$ cat src/design/csf_pkg.sv
// Shared types and codes for the counting semaphore with FIFO wait queue.
`timescale 1ns / 1ps

package csf_pkg;

  // Field widths of the request and reply beats
  localparam int unsigned CMD_W      = 2;
  localparam int unsigned REQ_ID_W   = 8;
  localparam int unsigned REPLY_ID_W = 8;
  localparam int unsigned STATUS_W   = 2;
  localparam int unsigned LIMIT_W    = 8;

  // Request kinds
  localparam logic [CMD_W-1:0] CMD_WAIT    = 2'd0;
  localparam logic [CMD_W-1:0] CMD_SIGNAL  = 2'd1;
  localparam logic [CMD_W-1:0] CMD_FLUSH   = 2'd2;
  localparam logic [CMD_W-1:0] CMD_DESTROY = 2'd3;

  // Reply kinds
  localparam logic KIND_WAIT  = 1'b0;
  localparam logic KIND_FLUSH = 1'b1;

  // Reply status codes
  localparam logic [STATUS_W-1:0] STAT_GRANTED  = 2'd0;
  localparam logic [STATUS_W-1:0] STAT_REJECTED = 2'd1;
  localparam logic [STATUS_W-1:0] STAT_FULL     = 2'd2;

  // Controller states
  typedef enum logic [1:0] {
    ST_IDLE,
    ST_SIG,
    ST_DES,
    ST_OUT
  } state_e;

  // Controller to datapath commands
  typedef struct packed {
    logic accept;      // take the request beat, do its immediate work
    logic grant;       // grant the oldest waiter
    logic flush_ok;    // answer the pending flush as granted
    logic drop_tail;   // reject the newest waiter
    logic drop_flush;  // reject the pending flush
    logic rd_tail;     // queue read address: newest entry instead of oldest
  } ctrl_cmd_t;

  // Datapath to controller status
  typedef struct packed {
    logic imm_reply;   // request beat on the port gets a reply right away
    logic can_grant;   // room for a holder and someone waits
    logic flush_ready; // count is zero and a flush is pending
    logic fill_nz;     // queue holds at least one waiter
    logic fpend;       // a flush is pending
    logic last;        // reply in the output register is the final one
  } dp_stat_t;

endpackage

$ cat src/design/csf_dp.sv
// Datapath: count, limit, wait queue memory, pending flush and reply register.
`timescale 1ns / 1ps

module csf_dp import csf_pkg::*; #(
  parameter int unsigned QUEUE_DEPTH = 32,
  parameter int unsigned ID_WIDTH    = 8
) (
  input  logic                  clk_i,
  input  logic                  rst_ni,
  input  logic                  cfg_we_i,
  input  logic [LIMIT_W-1:0]    cfg_wdata_i,
  input  logic [CMD_W-1:0]      cmd_i,
  input  logic [REQ_ID_W-1:0]   requester_id_i,
  input  ctrl_cmd_t             ctl_i,
  output dp_stat_t              stat_o,
  output logic [REPLY_ID_W-1:0] reply_id_o,
  output logic                  reply_kind_o,
  output logic [STATUS_W-1:0]   status_o,
  output logic                  last_o
);

  localparam int unsigned KEEP_W = (ID_WIDTH < REQ_ID_W) ? ID_WIDTH : REQ_ID_W;
  localparam int unsigned PTR_W  = (QUEUE_DEPTH > 1) ? $clog2(QUEUE_DEPTH) : 1;
  localparam int unsigned FILL_W = $clog2(QUEUE_DEPTH + 1);
  localparam int unsigned SUM_W  = FILL_W + 1;
  localparam logic [SUM_W-1:0]  DEPTH_S = SUM_W'(QUEUE_DEPTH);
  localparam logic [FILL_W-1:0] DEPTH_F = FILL_W'(QUEUE_DEPTH);

  // Pointer wrap; the sum is below twice the depth but for the tail address of an empty queue
  function automatic logic [PTR_W-1:0] wrap(input logic [SUM_W-1:0] s);
    logic [SUM_W-1:0] t;
    t = (s >= DEPTH_S) ? (s - DEPTH_S) : s;
    return PTR_W'(t);
  endfunction

  logic [LIMIT_W-1:0] max_q, max_d;
  logic [LIMIT_W-1:0] cnt_q, cnt_d;
  logic [FILL_W-1:0]  fill_q, fill_d;
  logic [PTR_W-1:0]   head_q, head_d;
  logic               dead_q, dead_d;
  logic               fpend_q, fpend_d;
  logic [KEEP_W-1:0]  owner_q, owner_d;

  logic [KEEP_W-1:0]   mem [QUEUE_DEPTH];
  logic [KEEP_W-1:0]   rdata_q;
  logic [PTR_W-1:0]    waddr, raddr, tail_addr, head_next;
  logic                we;

  logic [KEEP_W-1:0]   rid_q, rid_d;
  logic                kind_q, kind_d;
  logic [STATUS_W-1:0] stat_q, stat_d;
  logic                last_q, last_d;

  logic [KEEP_W-1:0]   in_id;
  logic                wait_grant, queue_full;

  assign in_id = requester_id_i[KEEP_W-1:0];

  // Queue addresses
  assign waddr     = wrap(SUM_W'(head_q) + SUM_W'(fill_q));
  assign tail_addr = wrap(SUM_W'(head_q) + SUM_W'(fill_q) - SUM_W'(1));
  assign head_next = wrap(SUM_W'(head_q) + SUM_W'(1));
  assign raddr     = ctl_i.rd_tail ? tail_addr : head_q;

  // Immediate decisions for the request on the port
  assign wait_grant = (cnt_q < max_q) && (fill_q == '0);
  assign queue_full = (fill_q == DEPTH_F);

  always_comb begin
    stat_o.imm_reply = 1'b0;
    case (cmd_i)
      CMD_WAIT:  stat_o.imm_reply = dead_q || wait_grant || queue_full;
      CMD_FLUSH: stat_o.imm_reply = dead_q || (cnt_q == '0);
      default:   stat_o.imm_reply = 1'b0;
    endcase
    stat_o.can_grant   = !dead_q && (cnt_q < max_q) && (fill_q != '0);
    stat_o.flush_ready = (cnt_q == '0) && fpend_q;
    stat_o.fill_nz     = (fill_q != '0);
    stat_o.fpend       = fpend_q;
    stat_o.last        = last_q;
  end

  // State updates and reply loading
  always_comb begin
    max_d   = cfg_we_i ? cfg_wdata_i : max_q;
    cnt_d   = cnt_q;
    fill_d  = fill_q;
    head_d  = head_q;
    dead_d  = dead_q;
    fpend_d = fpend_q;
    owner_d = owner_q;
    we      = 1'b0;
    rid_d   = rid_q;
    kind_d  = kind_q;
    stat_d  = stat_q;
    last_d  = last_q;

    if (ctl_i.accept) begin
      rid_d  = in_id;
      last_d = 1'b1;
      case (cmd_i)
        CMD_WAIT: begin
          kind_d = KIND_WAIT;
          if (dead_q) begin
            stat_d = STAT_REJECTED;
          end else if (wait_grant) begin
            cnt_d  = cnt_q + LIMIT_W'(1);
            stat_d = STAT_GRANTED;
          end else if (!queue_full) begin
            we     = 1'b1;
            fill_d = fill_q + FILL_W'(1);
          end else begin
            stat_d = STAT_FULL;
          end
        end
        CMD_SIGNAL: begin
          if (cnt_q != '0) begin
            cnt_d = cnt_q - LIMIT_W'(1);
          end
        end
        CMD_FLUSH: begin
          kind_d = KIND_FLUSH;
          if (dead_q) begin
            stat_d = STAT_REJECTED;
          end else if (cnt_q == '0) begin
            stat_d = STAT_GRANTED;
          end else begin
            fpend_d = 1'b1;
            owner_d = in_id;
          end
        end
        CMD_DESTROY: begin
          dead_d = 1'b1;
          cnt_d  = '0;
        end
        default: ;
      endcase
    end

    // Oldest waiter takes a hold; a grant leaves the count nonzero
    if (ctl_i.grant) begin
      rid_d  = rdata_q;
      kind_d = KIND_WAIT;
      stat_d = STAT_GRANTED;
      last_d = !(((LIMIT_W + 1)'(cnt_q) + (LIMIT_W + 1)'(1) < (LIMIT_W + 1)'(max_q)) &&
                 (fill_q > FILL_W'(1)));
      cnt_d  = cnt_q + LIMIT_W'(1);
      fill_d = fill_q - FILL_W'(1);
      head_d = head_next;
    end

    if (ctl_i.flush_ok || ctl_i.drop_flush) begin
      rid_d   = owner_q;
      kind_d  = KIND_FLUSH;
      stat_d  = ctl_i.flush_ok ? STAT_GRANTED : STAT_REJECTED;
      last_d  = 1'b1;
      fpend_d = 1'b0;
    end

    // Newest waiter is rejected first
    if (ctl_i.drop_tail) begin
      rid_d  = rdata_q;
      kind_d = KIND_WAIT;
      stat_d = STAT_REJECTED;
      last_d = !((fill_q > FILL_W'(1)) || fpend_q);
      fill_d = fill_q - FILL_W'(1);
    end
  end

  // Control registers
  always_ff @(posedge clk_i or negedge rst_ni) begin
    if (!rst_ni) begin
      max_q   <= LIMIT_W'(1);
      cnt_q   <= '0;
      fill_q  <= '0;
      head_q  <= '0;
      dead_q  <= 1'b0;
      fpend_q <= 1'b0;
      owner_q <= '0;
    end else begin
      max_q   <= max_d;
      cnt_q   <= cnt_d;
      fill_q  <= fill_d;
      head_q  <= head_d;
      dead_q  <= dead_d;
      fpend_q <= fpend_d;
      owner_q <= owner_d;
    end
  end

  // Wait queue memory, registered read
  always_ff @(posedge clk_i) begin
    if (we) begin
      mem[waddr] <= in_id;
    end
    rdata_q <= mem[raddr];
  end

  // Reply register
  always_ff @(posedge clk_i) begin
    rid_q  <= rid_d;
    kind_q <= kind_d;
    stat_q <= stat_d;
    last_q <= last_d;
  end

  assign reply_id_o   = REPLY_ID_W'(rid_q);
  assign reply_kind_o = kind_q;
  assign status_o     = stat_q;
  assign last_o       = last_q;

`ifndef SYNTH
  a_fill_bound: assert property (@(posedge clk_i) disable iff (!rst_ni)
    fill_q <= DEPTH_F)
    else $error("queue fill above depth");

  a_dead_zero: assert property (@(posedge clk_i) disable iff (!rst_ni)
    dead_q |-> cnt_q == '0)
    else $error("nonzero count after destroy");

  a_drop_fill: assert property (@(posedge clk_i) disable iff (!rst_ni)
    ctl_i.drop_tail |=> fill_q == $past(fill_q) - FILL_W'(1))
    else $error("reject did not shrink the queue");
`endif

endmodule

$ cat src/design/csf_ctrl.sv
// Controller: sequences accept, grant and drain steps and the reply handshake.
`timescale 1ns / 1ps

module csf_ctrl import csf_pkg::*; (
  input  logic             clk_i,
  input  logic             rst_ni,
  input  logic             in_valid_i,
  input  logic [CMD_W-1:0] cmd_i,
  output logic             in_stall_o,
  output logic             out_valid_o,
  input  logic             out_stall_i,
  output ctrl_cmd_t        ctl_o,
  input  dp_stat_t         stat_i
);

  state_e state_q, state_d;
  logic   drain_q, drain_d;  // 1 while a destroy drains the queue

  // State register
  always_ff @(posedge clk_i or negedge rst_ni) begin
    if (!rst_ni) begin
      state_q <= ST_IDLE;
      drain_q <= 1'b0;
    end else begin
      state_q <= state_d;
      drain_q <= drain_d;
    end
  end

  // Next state and commands
  always_comb begin
    state_d       = state_q;
    drain_d       = drain_q;
    ctl_o         = '0;
    ctl_o.rd_tail = drain_q;
    in_stall_o    = (state_q != ST_IDLE);
    out_valid_o   = (state_q == ST_OUT);

    case (state_q)
      ST_IDLE: begin
        ctl_o.rd_tail = (cmd_i == CMD_DESTROY);
        if (in_valid_i) begin
          ctl_o.accept = 1'b1;
          case (cmd_i)
            CMD_SIGNAL: begin
              state_d = ST_SIG;
              drain_d = 1'b0;
            end
            CMD_DESTROY: begin
              state_d = ST_DES;
              drain_d = 1'b1;
            end
            default: state_d = stat_i.imm_reply ? ST_OUT : ST_IDLE;
          endcase
        end
      end
      ST_SIG: begin
        if (stat_i.can_grant) begin
          ctl_o.grant = 1'b1;
          state_d     = ST_OUT;
        end else if (stat_i.flush_ready) begin
          ctl_o.flush_ok = 1'b1;
          state_d        = ST_OUT;
        end else begin
          state_d = ST_IDLE;
        end
      end
      ST_DES: begin
        if (stat_i.fill_nz) begin
          ctl_o.drop_tail = 1'b1;
          state_d         = ST_OUT;
        end else if (stat_i.fpend) begin
          ctl_o.drop_flush = 1'b1;
          state_d          = ST_OUT;
        end else begin
          state_d = ST_IDLE;
        end
      end
      ST_OUT: begin
        if (!out_stall_i) begin
          if (stat_i.last) begin
            state_d = ST_IDLE;
          end else begin
            state_d = drain_q ? ST_DES : ST_SIG;
          end
        end
      end
      default: state_d = ST_IDLE;
    endcase
  end

`ifndef SYNTH
  a_more_replies: assert property (@(posedge clk_i) disable iff (!rst_ni)
    (state_q == ST_OUT && !out_stall_i && !stat_i.last) |=>
      (state_q == ST_SIG || state_q == ST_DES))
    else $error("reply chain ended early");

  a_one_cmd: assert property (@(posedge clk_i) disable iff (!rst_ni)
    $onehot0({ctl_o.accept, ctl_o.grant, ctl_o.flush_ok, ctl_o.drop_tail,
              ctl_o.drop_flush}))
    else $error("several datapath commands at once");

  a_grant_ok: assert property (@(posedge clk_i) disable iff (!rst_ni)
    ctl_o.grant |-> stat_i.can_grant)
    else $error("grant without room or waiter");
`endif

endmodule

$ cat src/design/counting_semaphore_fifo.sv
// Top level: counting semaphore with a FIFO of waiting requester ids.
//
//   channel   direction  handshake               payload
//   request   in         in_valid_i / in_stall_o  cmd_i, requester_id_i
//   reply     out        out_valid_o/out_stall_i  reply_id_o, reply_kind_o, status_o, last_o
//   limit     in         cfg_we_i                 cfg_wdata_i
//
// One request at a time. Wait and flush go from idle straight to their reply beat, if any.
// Signal and destroy pass through a grant or drain state before each reply beat,
// as each queue entry goes through the one registered read port of the queue memory.
// Reset clears count, queue pointers, destroyed flag and pending flush; the limit
// resets to 1. A stalled reply holds the controller until it is taken.
`timescale 1ns / 1ps

module counting_semaphore_fifo import csf_pkg::*; #(
  parameter int unsigned QUEUE_DEPTH = 32,
  parameter int unsigned ID_WIDTH    = 8
) (
  input  logic                  clk_i,
  input  logic                  rst_ni,
  input  logic                  cfg_we_i,
  input  logic [LIMIT_W-1:0]    cfg_wdata_i,
  input  logic                  in_valid_i,
  output logic                  in_stall_o,
  input  logic [CMD_W-1:0]      cmd_i,
  input  logic [REQ_ID_W-1:0]   requester_id_i,
  output logic                  out_valid_o,
  input  logic                  out_stall_i,
  output logic [REPLY_ID_W-1:0] reply_id_o,
  output logic                  reply_kind_o,
  output logic [STATUS_W-1:0]   status_o,
  output logic                  last_o
);

  ctrl_cmd_t ctl;
  dp_stat_t  stat;

  csf_ctrl u_ctrl (
    .clk_i       (clk_i),
    .rst_ni      (rst_ni),
    .in_valid_i  (in_valid_i),
    .cmd_i       (cmd_i),
    .in_stall_o  (in_stall_o),
    .out_valid_o (out_valid_o),
    .out_stall_i (out_stall_i),
    .ctl_o       (ctl),
    .stat_i      (stat)
  );

  csf_dp #(
    .QUEUE_DEPTH (QUEUE_DEPTH),
    .ID_WIDTH    (ID_WIDTH)
  ) u_dp (
    .clk_i          (clk_i),
    .rst_ni         (rst_ni),
    .cfg_we_i       (cfg_we_i),
    .cfg_wdata_i    (cfg_wdata_i),
    .cmd_i          (cmd_i),
    .requester_id_i (requester_id_i),
    .ctl_i          (ctl),
    .stat_o         (stat),
    .reply_id_o     (reply_id_o),
    .reply_kind_o   (reply_kind_o),
    .status_o       (status_o),
    .last_o         (last_o)
  );

endmodule

$ cat config.mk
export PLATFORM = sky130hd
export DESIGN_NAME = counting_semaphore_fifo
export DESIGN_NICKNAME = d
export VERILOG_FILES = /design/src/design/csf_pkg.sv /design/src/design/csf_dp.sv /design/src/design/csf_ctrl.sv /design/src/design/counting_semaphore_fifo.sv
export SDC_FILE = /design/constraint.sdc
export NUM_CORES = 1
export LEC_CHECK = 0
export ABC_AREA = 0
export CAP_MARGIN = 30
export CORE_MARGIN = 5
export CORE_UTILIZATION = 61
export DETAILED_ROUTE_END_ITERATION = 16
export DONT_BUFFER_PORTS = 1
export GPL_TIMING_DRIVEN = 0
export PLACE_DENSITY = 0.77
export SYNTH_ARGS = -nofsm -noshare
export SYNTH_HDL_FRONTEND = slang
export SYNTH_SLANG_ARGS = --single-unit
$ cat constraint.sdc
create_clock -name clk_i -period 4 [get_ports clk_i]
set_input_delay 1 -clock clk_i [delete_from_list [all_inputs] [get_ports clk_i]]
set_output_delay 1 -clock clk_i [all_outputs]
set_load 0.02 [all_outputs]
Word-level counts from Yosys, hierarchy flattened --
Memories as Yosys holds them, arrays and structs flattened. A register that Yosys moved wholly into a read port is not among the register bits. Index checks and enable logic that the tools add are counted.
Operators by class: add/subtract/negate cells 11, order comparisons 6, equality and inequality tests 19, multiplexer cells 75, bitwise operators 2, reduce and logical (&&, ||, !) cells 39
Operator list (count):
- $mux W8 | 9
- $mux W6 | 7
- $mux W2 | 19
- $mux W1 | 29
- $pmux W8 S3 | 1
- $mux W5 | 4
- $sub A5 B1 Y5 const B | 3
- $ge A7 B6 Y1 const B | 2
- $ne A3 B3 Y1 const B | 4
- $reduce_and A4 Y1 | 3
- $reduce_bool A4 Y1 | 3
- $reduce_and A5 Y1 | 2
- $reduce_bool A2 Y1 | 5
- $add A8 B1 Y9 const B | 1
- $lt A9 B8 Y1 | 1
- $reduce_bool A3 Y1 | 3
- $add A8 B1 Y8 const B | 1
- $eq A2 B2 Y1 const B | 4
- $logic_not A8 Y1 | 1
- $lt A8 B8 Y1 | 1
- $ne A2 B2 Y1 const B | 4
- $pmux W2 S2 | 2
- $pmux W2 S4 | 1
- $reduce_bool A8 Y1 | 1
- other kinds (23) | 41
Storage, ports and cells: register bits after elaboration 52, bits in writable memories 256, output and inout bits 14, memories kept 1
Memory list:
- u_dp.mem | words 32, width 8, read ports 1, clocked after memory_dff 1, write ports 1, RTL line csf_dp.sv:44 | logic [KEEP_W-1:0] mem [QUEUE_DEPTH];

Depth between registers and ports, before layout --
depth after elaboration 9, depth in mapped cells 12, depth with buffers taken out 11

By module --
Synthesis repeated with hierarchy kept, for this count alone.
Second synthesis, totals: cells, all modules 850, area total of the unflattened synthesis 13830.8 um^2
By module, submodules not included:
- csf_dp | instances 1, cells each 816, area each 13585.5 um^2, sequential area each 9105.0 um^2
- csf_ctrl | instances 1, cells each 34, area each 245.2 um^2, sequential area each 75.1 um^2

Worst setup path after synthesis --
No wires, ideal clock.
path type input port to flip-flop, start input in_valid_i, end memory u_dp.mem[24][0] in the netlist's numbering (enable), data arrival time 2.994 ns, data required time 3.605 ns, setup slack 0.612 ns, stages 7, path buffers 1, cells stage by stage nand2_1 > or2_2 > nor3_1 > o21a_1 > clkbuf_1 > nand2_1 > nor4_1
Between the ends: word-level cells in the longest chain between the ends 5
RTL lines:
- start, declared | RTL line counting_semaphore_fifo.sv:23 | input logic in_valid_i,
- $mux W1 | RTL line csf_ctrl.sv:42 | if (in_valid_i) begin
- $mux W1 | RTL line csf_ctrl.sv:39 | case (state_q)
- $mux W1 | RTL line csf_dp.sv:98 | if (ctl_i.accept) begin
- $mux W1 | RTL line csf_dp.sv:193 | if (we) begin
- $mux W1 (not written as such) | RTL line csf_dp.sv:194 | mem[waddr] <= in_id;
- end, declared | RTL line csf_dp.sv:44
No other way between the ends.

Worst setup path after layout --
start register u_dp.fill_q[0], end register u_dp.rdata_q[4] (read register of u_dp.mem)
Between the ends: word-level cells in the longest chain between the ends 5, elaborated cells between the ends (all ways) 6, those cells by class add/sub: 3; order compare: 1; mux: 2
RTL lines:
- start, declared | RTL line csf_dp.sv:38 | logic [FILL_W-1:0] fill_q, fill_d;
- start signal, assigned | RTL line csf_dp.sv:183 | fill_q <= fill_d;
- $add A5 B6 Y7 (*) | RTL line csf_dp.sv:61 | assign tail_addr = wrap(SUM_W'(head_q) + SUM_W'(fill_q) - SUM_W'(1));
- $sub A7 B1 Y7 (*) | RTL line csf_dp.sv:61
- $ge A7 B6 Y1 / $sub A5 B1 Y5 (equally long branches) | RTL line csf_dp.sv:32 | t = (s >= DEPTH_S) ? (s - DEPTH_S) : s;
- $mux W5 (*) | RTL line csf_dp.sv:32
- $mux W5 (*) | RTL line csf_dp.sv:63 | assign raddr = ctl_i.rd_tail ? tail_addr : head_q;
- end, declared | RTL line csf_dp.sv:45 | logic [KEEP_W-1:0] rdata_q;
Every way passes the cells marked *; elsewhere a longest branch is shown, timed or not. A chain may end at the register's enable or synchronous reset.

==> results by group <==
STA
  – Fin crit period: roughly 4000 ps
  – Clock skew: 30.5 ps
  – RSZ-0062 raised after global routing: true
  – F_max: approximately 250 MHz
  – Final slew viol count: 0
  – Pin slew with the least headroom to its limit: 1240 ps
  – Setup TNS: -26.5 ps
  – Final hold vios: 0
  – Slew margin rel.: 16.7%
  – Crit share post-route: 100%
  – Final worst-path setup slack: -14.7 ps
  – Final setup fails: 2

GRT
  – Vias in the first global route: 8,176
  – Pin count of the biggest net entering global routing: around 40
  – Initial antenna violation count: 0
  – Total global-route track usage: between 20% and 30%
  – First-pass GRT wire length: roughly 48,000 µm
  – Gr ovfl total: 0

Cells and area
  – Footprint of the multi-input gates: 4510 µm²
  – Core Util, Final: 69.8%
  – Ant diodes: 0
  – FF+latch area: slightly above 9000 µm²
  – Final #Nets: 959
  – Layout cells sized above 1: ~23%
  – Layout fillers: about 1,400
  – Area grow syn2layout: 13.6%

Die
  – Starting Density: about 61%
  – # IOs: 37
  – Die area: roughly 26,000 µm²
  – Overall die height: 160 µm
  – Die Wd: between 150 and 200 µm
  – Core area: roughly 22,000 µm²
  – Num rows: 55

Clocking
  – CTS buffer count: 34
  – Num Clock Sinks: 316
  – Clock Latency Late Sink: 500 ps
  – TritonCTS clock tree: done
  – Clk root buf: clkbuf_16
  – Clock slew at reported path FFs: roughly 60 ps
  – H-tree depth: 2
  – CTS Buffer Depth: 3

Critical path
  – Startpoint types: register
  – Critical Path AT: 4410 ps
  – Worst r2r dst: u_dp.rdata_q[4]
  – R2R Setup Slk: -10 ps
  – R2R Path Start: u_dp.fill_q[0]
  – Crit Path Max Fanout: 10
  – Worst Path Required: 4400 ps
  – Worst setup path class: reg -> reg
  – R2R cell count: 12
  – Endpoint type of the worst setup path: register

Drt
  – Top sig layer: met4
  – DR WL met2: 15,500 µm
  – Vias/cell: 6.68
  – DR pass1 iterations: 5
  – M1 wire length: 12,200 µm
  – 1st-iter DRT viols: 929
  – Post-DRT Antenna Nets: 0
  – DR WL met3: 2480 µm
  – Vias: approximately 8,100
  – DRC violations left: 0
  – Average wire per standard cell: 25.6 µm
  – WL final: 31,100 µm

Synthesis
  – Yosys warns: 0
  – Yosys reg bits: ~320
  – Post-synth EDFFs: 265
  – Synth Area per Inst: between 15 and 20 µm²
  – Asr flop ratio synth: 12.7%
  – Synth cell types: 67
  – Syn_nets: 897
  – Post-Synthesis Cells: 844
  – Synth Cell Area: 13,800 µm²
  – Synth Flop Type: edfxtp_1
  – Post-synthesis sequential area ratio: around 67%

Status
  – Status: complete, but fails checks
  – Failing checks: negative setup slack

Placement
  – GPL Wtd Cong: 0.944
  – Worst slack at placement: -179 ps
  – Hpwl dp: 19,800 µm
  – PortBufs: 0

Hold path
  – Min-Delay Path Class: in -> async

Job
  – Maxcap violations: 0

Power
  – PD cells: approximately 620 nW/µm²
  – Leakage: 5.41 nW
  – Peak supply drop: roughly 0.51 mV
repair_timing:
| action | in CTS | in global routing |
|---|---|---|
| setup endpoints to repair | 16 | 118 |
| buffers inserted | 2 | 0 |
| hold buffers | 0 | 0 |
| pin swaps | 1 | 0 |
| endpoints found under the hold margin | 0 | 0 |
| resized for setup | 3 | 7 |
synth_stat cells (5+ instances only):
master    instances  area share (%)
inv_1            24            0.65
nor3_1           12            0.44
mux4_2           64              10
nand3_1          10            0.36
mux2i_1          34             2.5
clkbuf_1         12            0.33
o21ai_0          25            0.91
and3_1           11            0.50
xnor2_1          16             1.0
buf_2            16            0.58
a21oi_1          24            0.87
edfxtp_1        265              58
dfxtp_1          11             1.6
dfrtp_1          39             7.1
a21o_1            6            0.33
a22oi_1          10            0.54
mux2_2           10            0.82
xor2_1            7            0.45
o21a_1           14            0.76
nor2_1           27            0.74
ha_1             29             2.6
nand2_1          56             1.5
o22a_1            9            0.57
nor4_1           29             1.3
o22ai_1           5            0.23
worst max-delay path: stages (launching register included):
cell and delay, ps:
dfrtp_1 510, ha_1 310, fa_1 590, inv_1 130, ha_1 260, or3b_1 360, o22ai_1 240, nor4_1 130
o31ai_4 330, buf_4 300, mux2i_1 320, a22oi_1 220, and3_1 230
sequential cells by signal, summed over array words and instances (netlist names):
name / flops
u_dp.mem: 256
u_dp.cnt_q: 8
u_dp.max_q: 8
u_dp.owner_q: 8
u_dp.rdata_q: 8
u_dp.reply_id_o: 8
u_dp.fill_q: 6
u_dp.head_q: 5
u_ctrl.state_q: 2
u_dp.status_o: 2
u_ctrl.drain_q: 1
u_dp.dead_q: 1
u_dp.fpend_q: 1
u_dp.last_o: 1
u_dp.reply_kind_o: 1
power breakdown:
group | switching (mW) | leakage, nW | internal (mW)
sequential | 0.132 | 3.00 | 3.70
combinational | 1.50 | 1.85 | 1.28
clock | 1.23 | 0.556 | 1.94
per-stage QoR:
step           hold WS, ps  std cells  area (µm²)  power (mW)
2_1_floorplan          470        844       13800        5.90
3_3_place_gp           490       1129       14100        6.51
3_5_place_dp           503       1152       14500        6.59
4_1_cts                181       1214       15600        9.80
5_1_grt                173       1215       15700        10.2
6_report               189       1215       15700        9.78
logic make-up after synthesis:
family | synth area share [%]
flops | 66.6
xor+xnor | 1.70
simple gates | 6.52
fa+ha+maj | 2.78
compound gates | 6.43
buf+inv | 2.08
mux | 13.9
layout by cell type, fill, tap and decap left out, types with 16 or more instances in the layout:
master / netlist / final
o21ai_0: 25 / 24
edfxtp_1: 265 / 265
clkbuf_1: 12 / 19
dfrtp_1: 39 / 39
xnor2_1: 16 / 16
nand2_1: 56 / 56
mux2i_1: 34 / 34
a21oi_1: 24 / 24
nor4_2: 0 / 20
nor2_1: 27 / 25
inv_1: 24 / 24
clkbuf_16: 0 / 35
ha_1: 29 / 29
mux4_2: 64 / 64
buf_4: 2 / 29
worst max-delay path by stage:
stage                         startpoint         endpoint  slack [ps]
final                     u_dp.fill_q[0]  u_dp.rdata_q[4]         -10
after global routing      u_dp.fill_q[0]  u_dp.rdata_q[5]         -30
after detailed placement  u_dp.fill_q[0]  u_dp.rdata_q[4]        -180
after global placement     u_dp.cnt_q[7]   u_dp.mem[6][1]        -680
after CTS                  u_dp.cnt_q[7]   u_dp.mem[5][0]          10
after floorplan               in_valid_i  u_dp.mem[24][0]         610
metal layers:
| metal | vias up | global-route usage, % |
|---|---|---|
| met5 | - | 0 |
| met4 | 0 | 6.53 |
| met3 | 65 | 4.88 |
| met2 | 431 | 40.6 |
| met1 | 4133 | 32.8 |
| li1 | 3492 | - |
final cells by class:
type / count / area share [%]
buffer: 35 / 1.23
clock buffer: 43 / 5.85
clock inverter: 17 / 1.33
inverter: 25 / 0.599
multi-input combinational: 467 / 28.8
sequential: 316 / 58.6
tap: 285 / 2.28
timing repair buffer: 27 / 1.26
(Power assumes the default switching activity.)
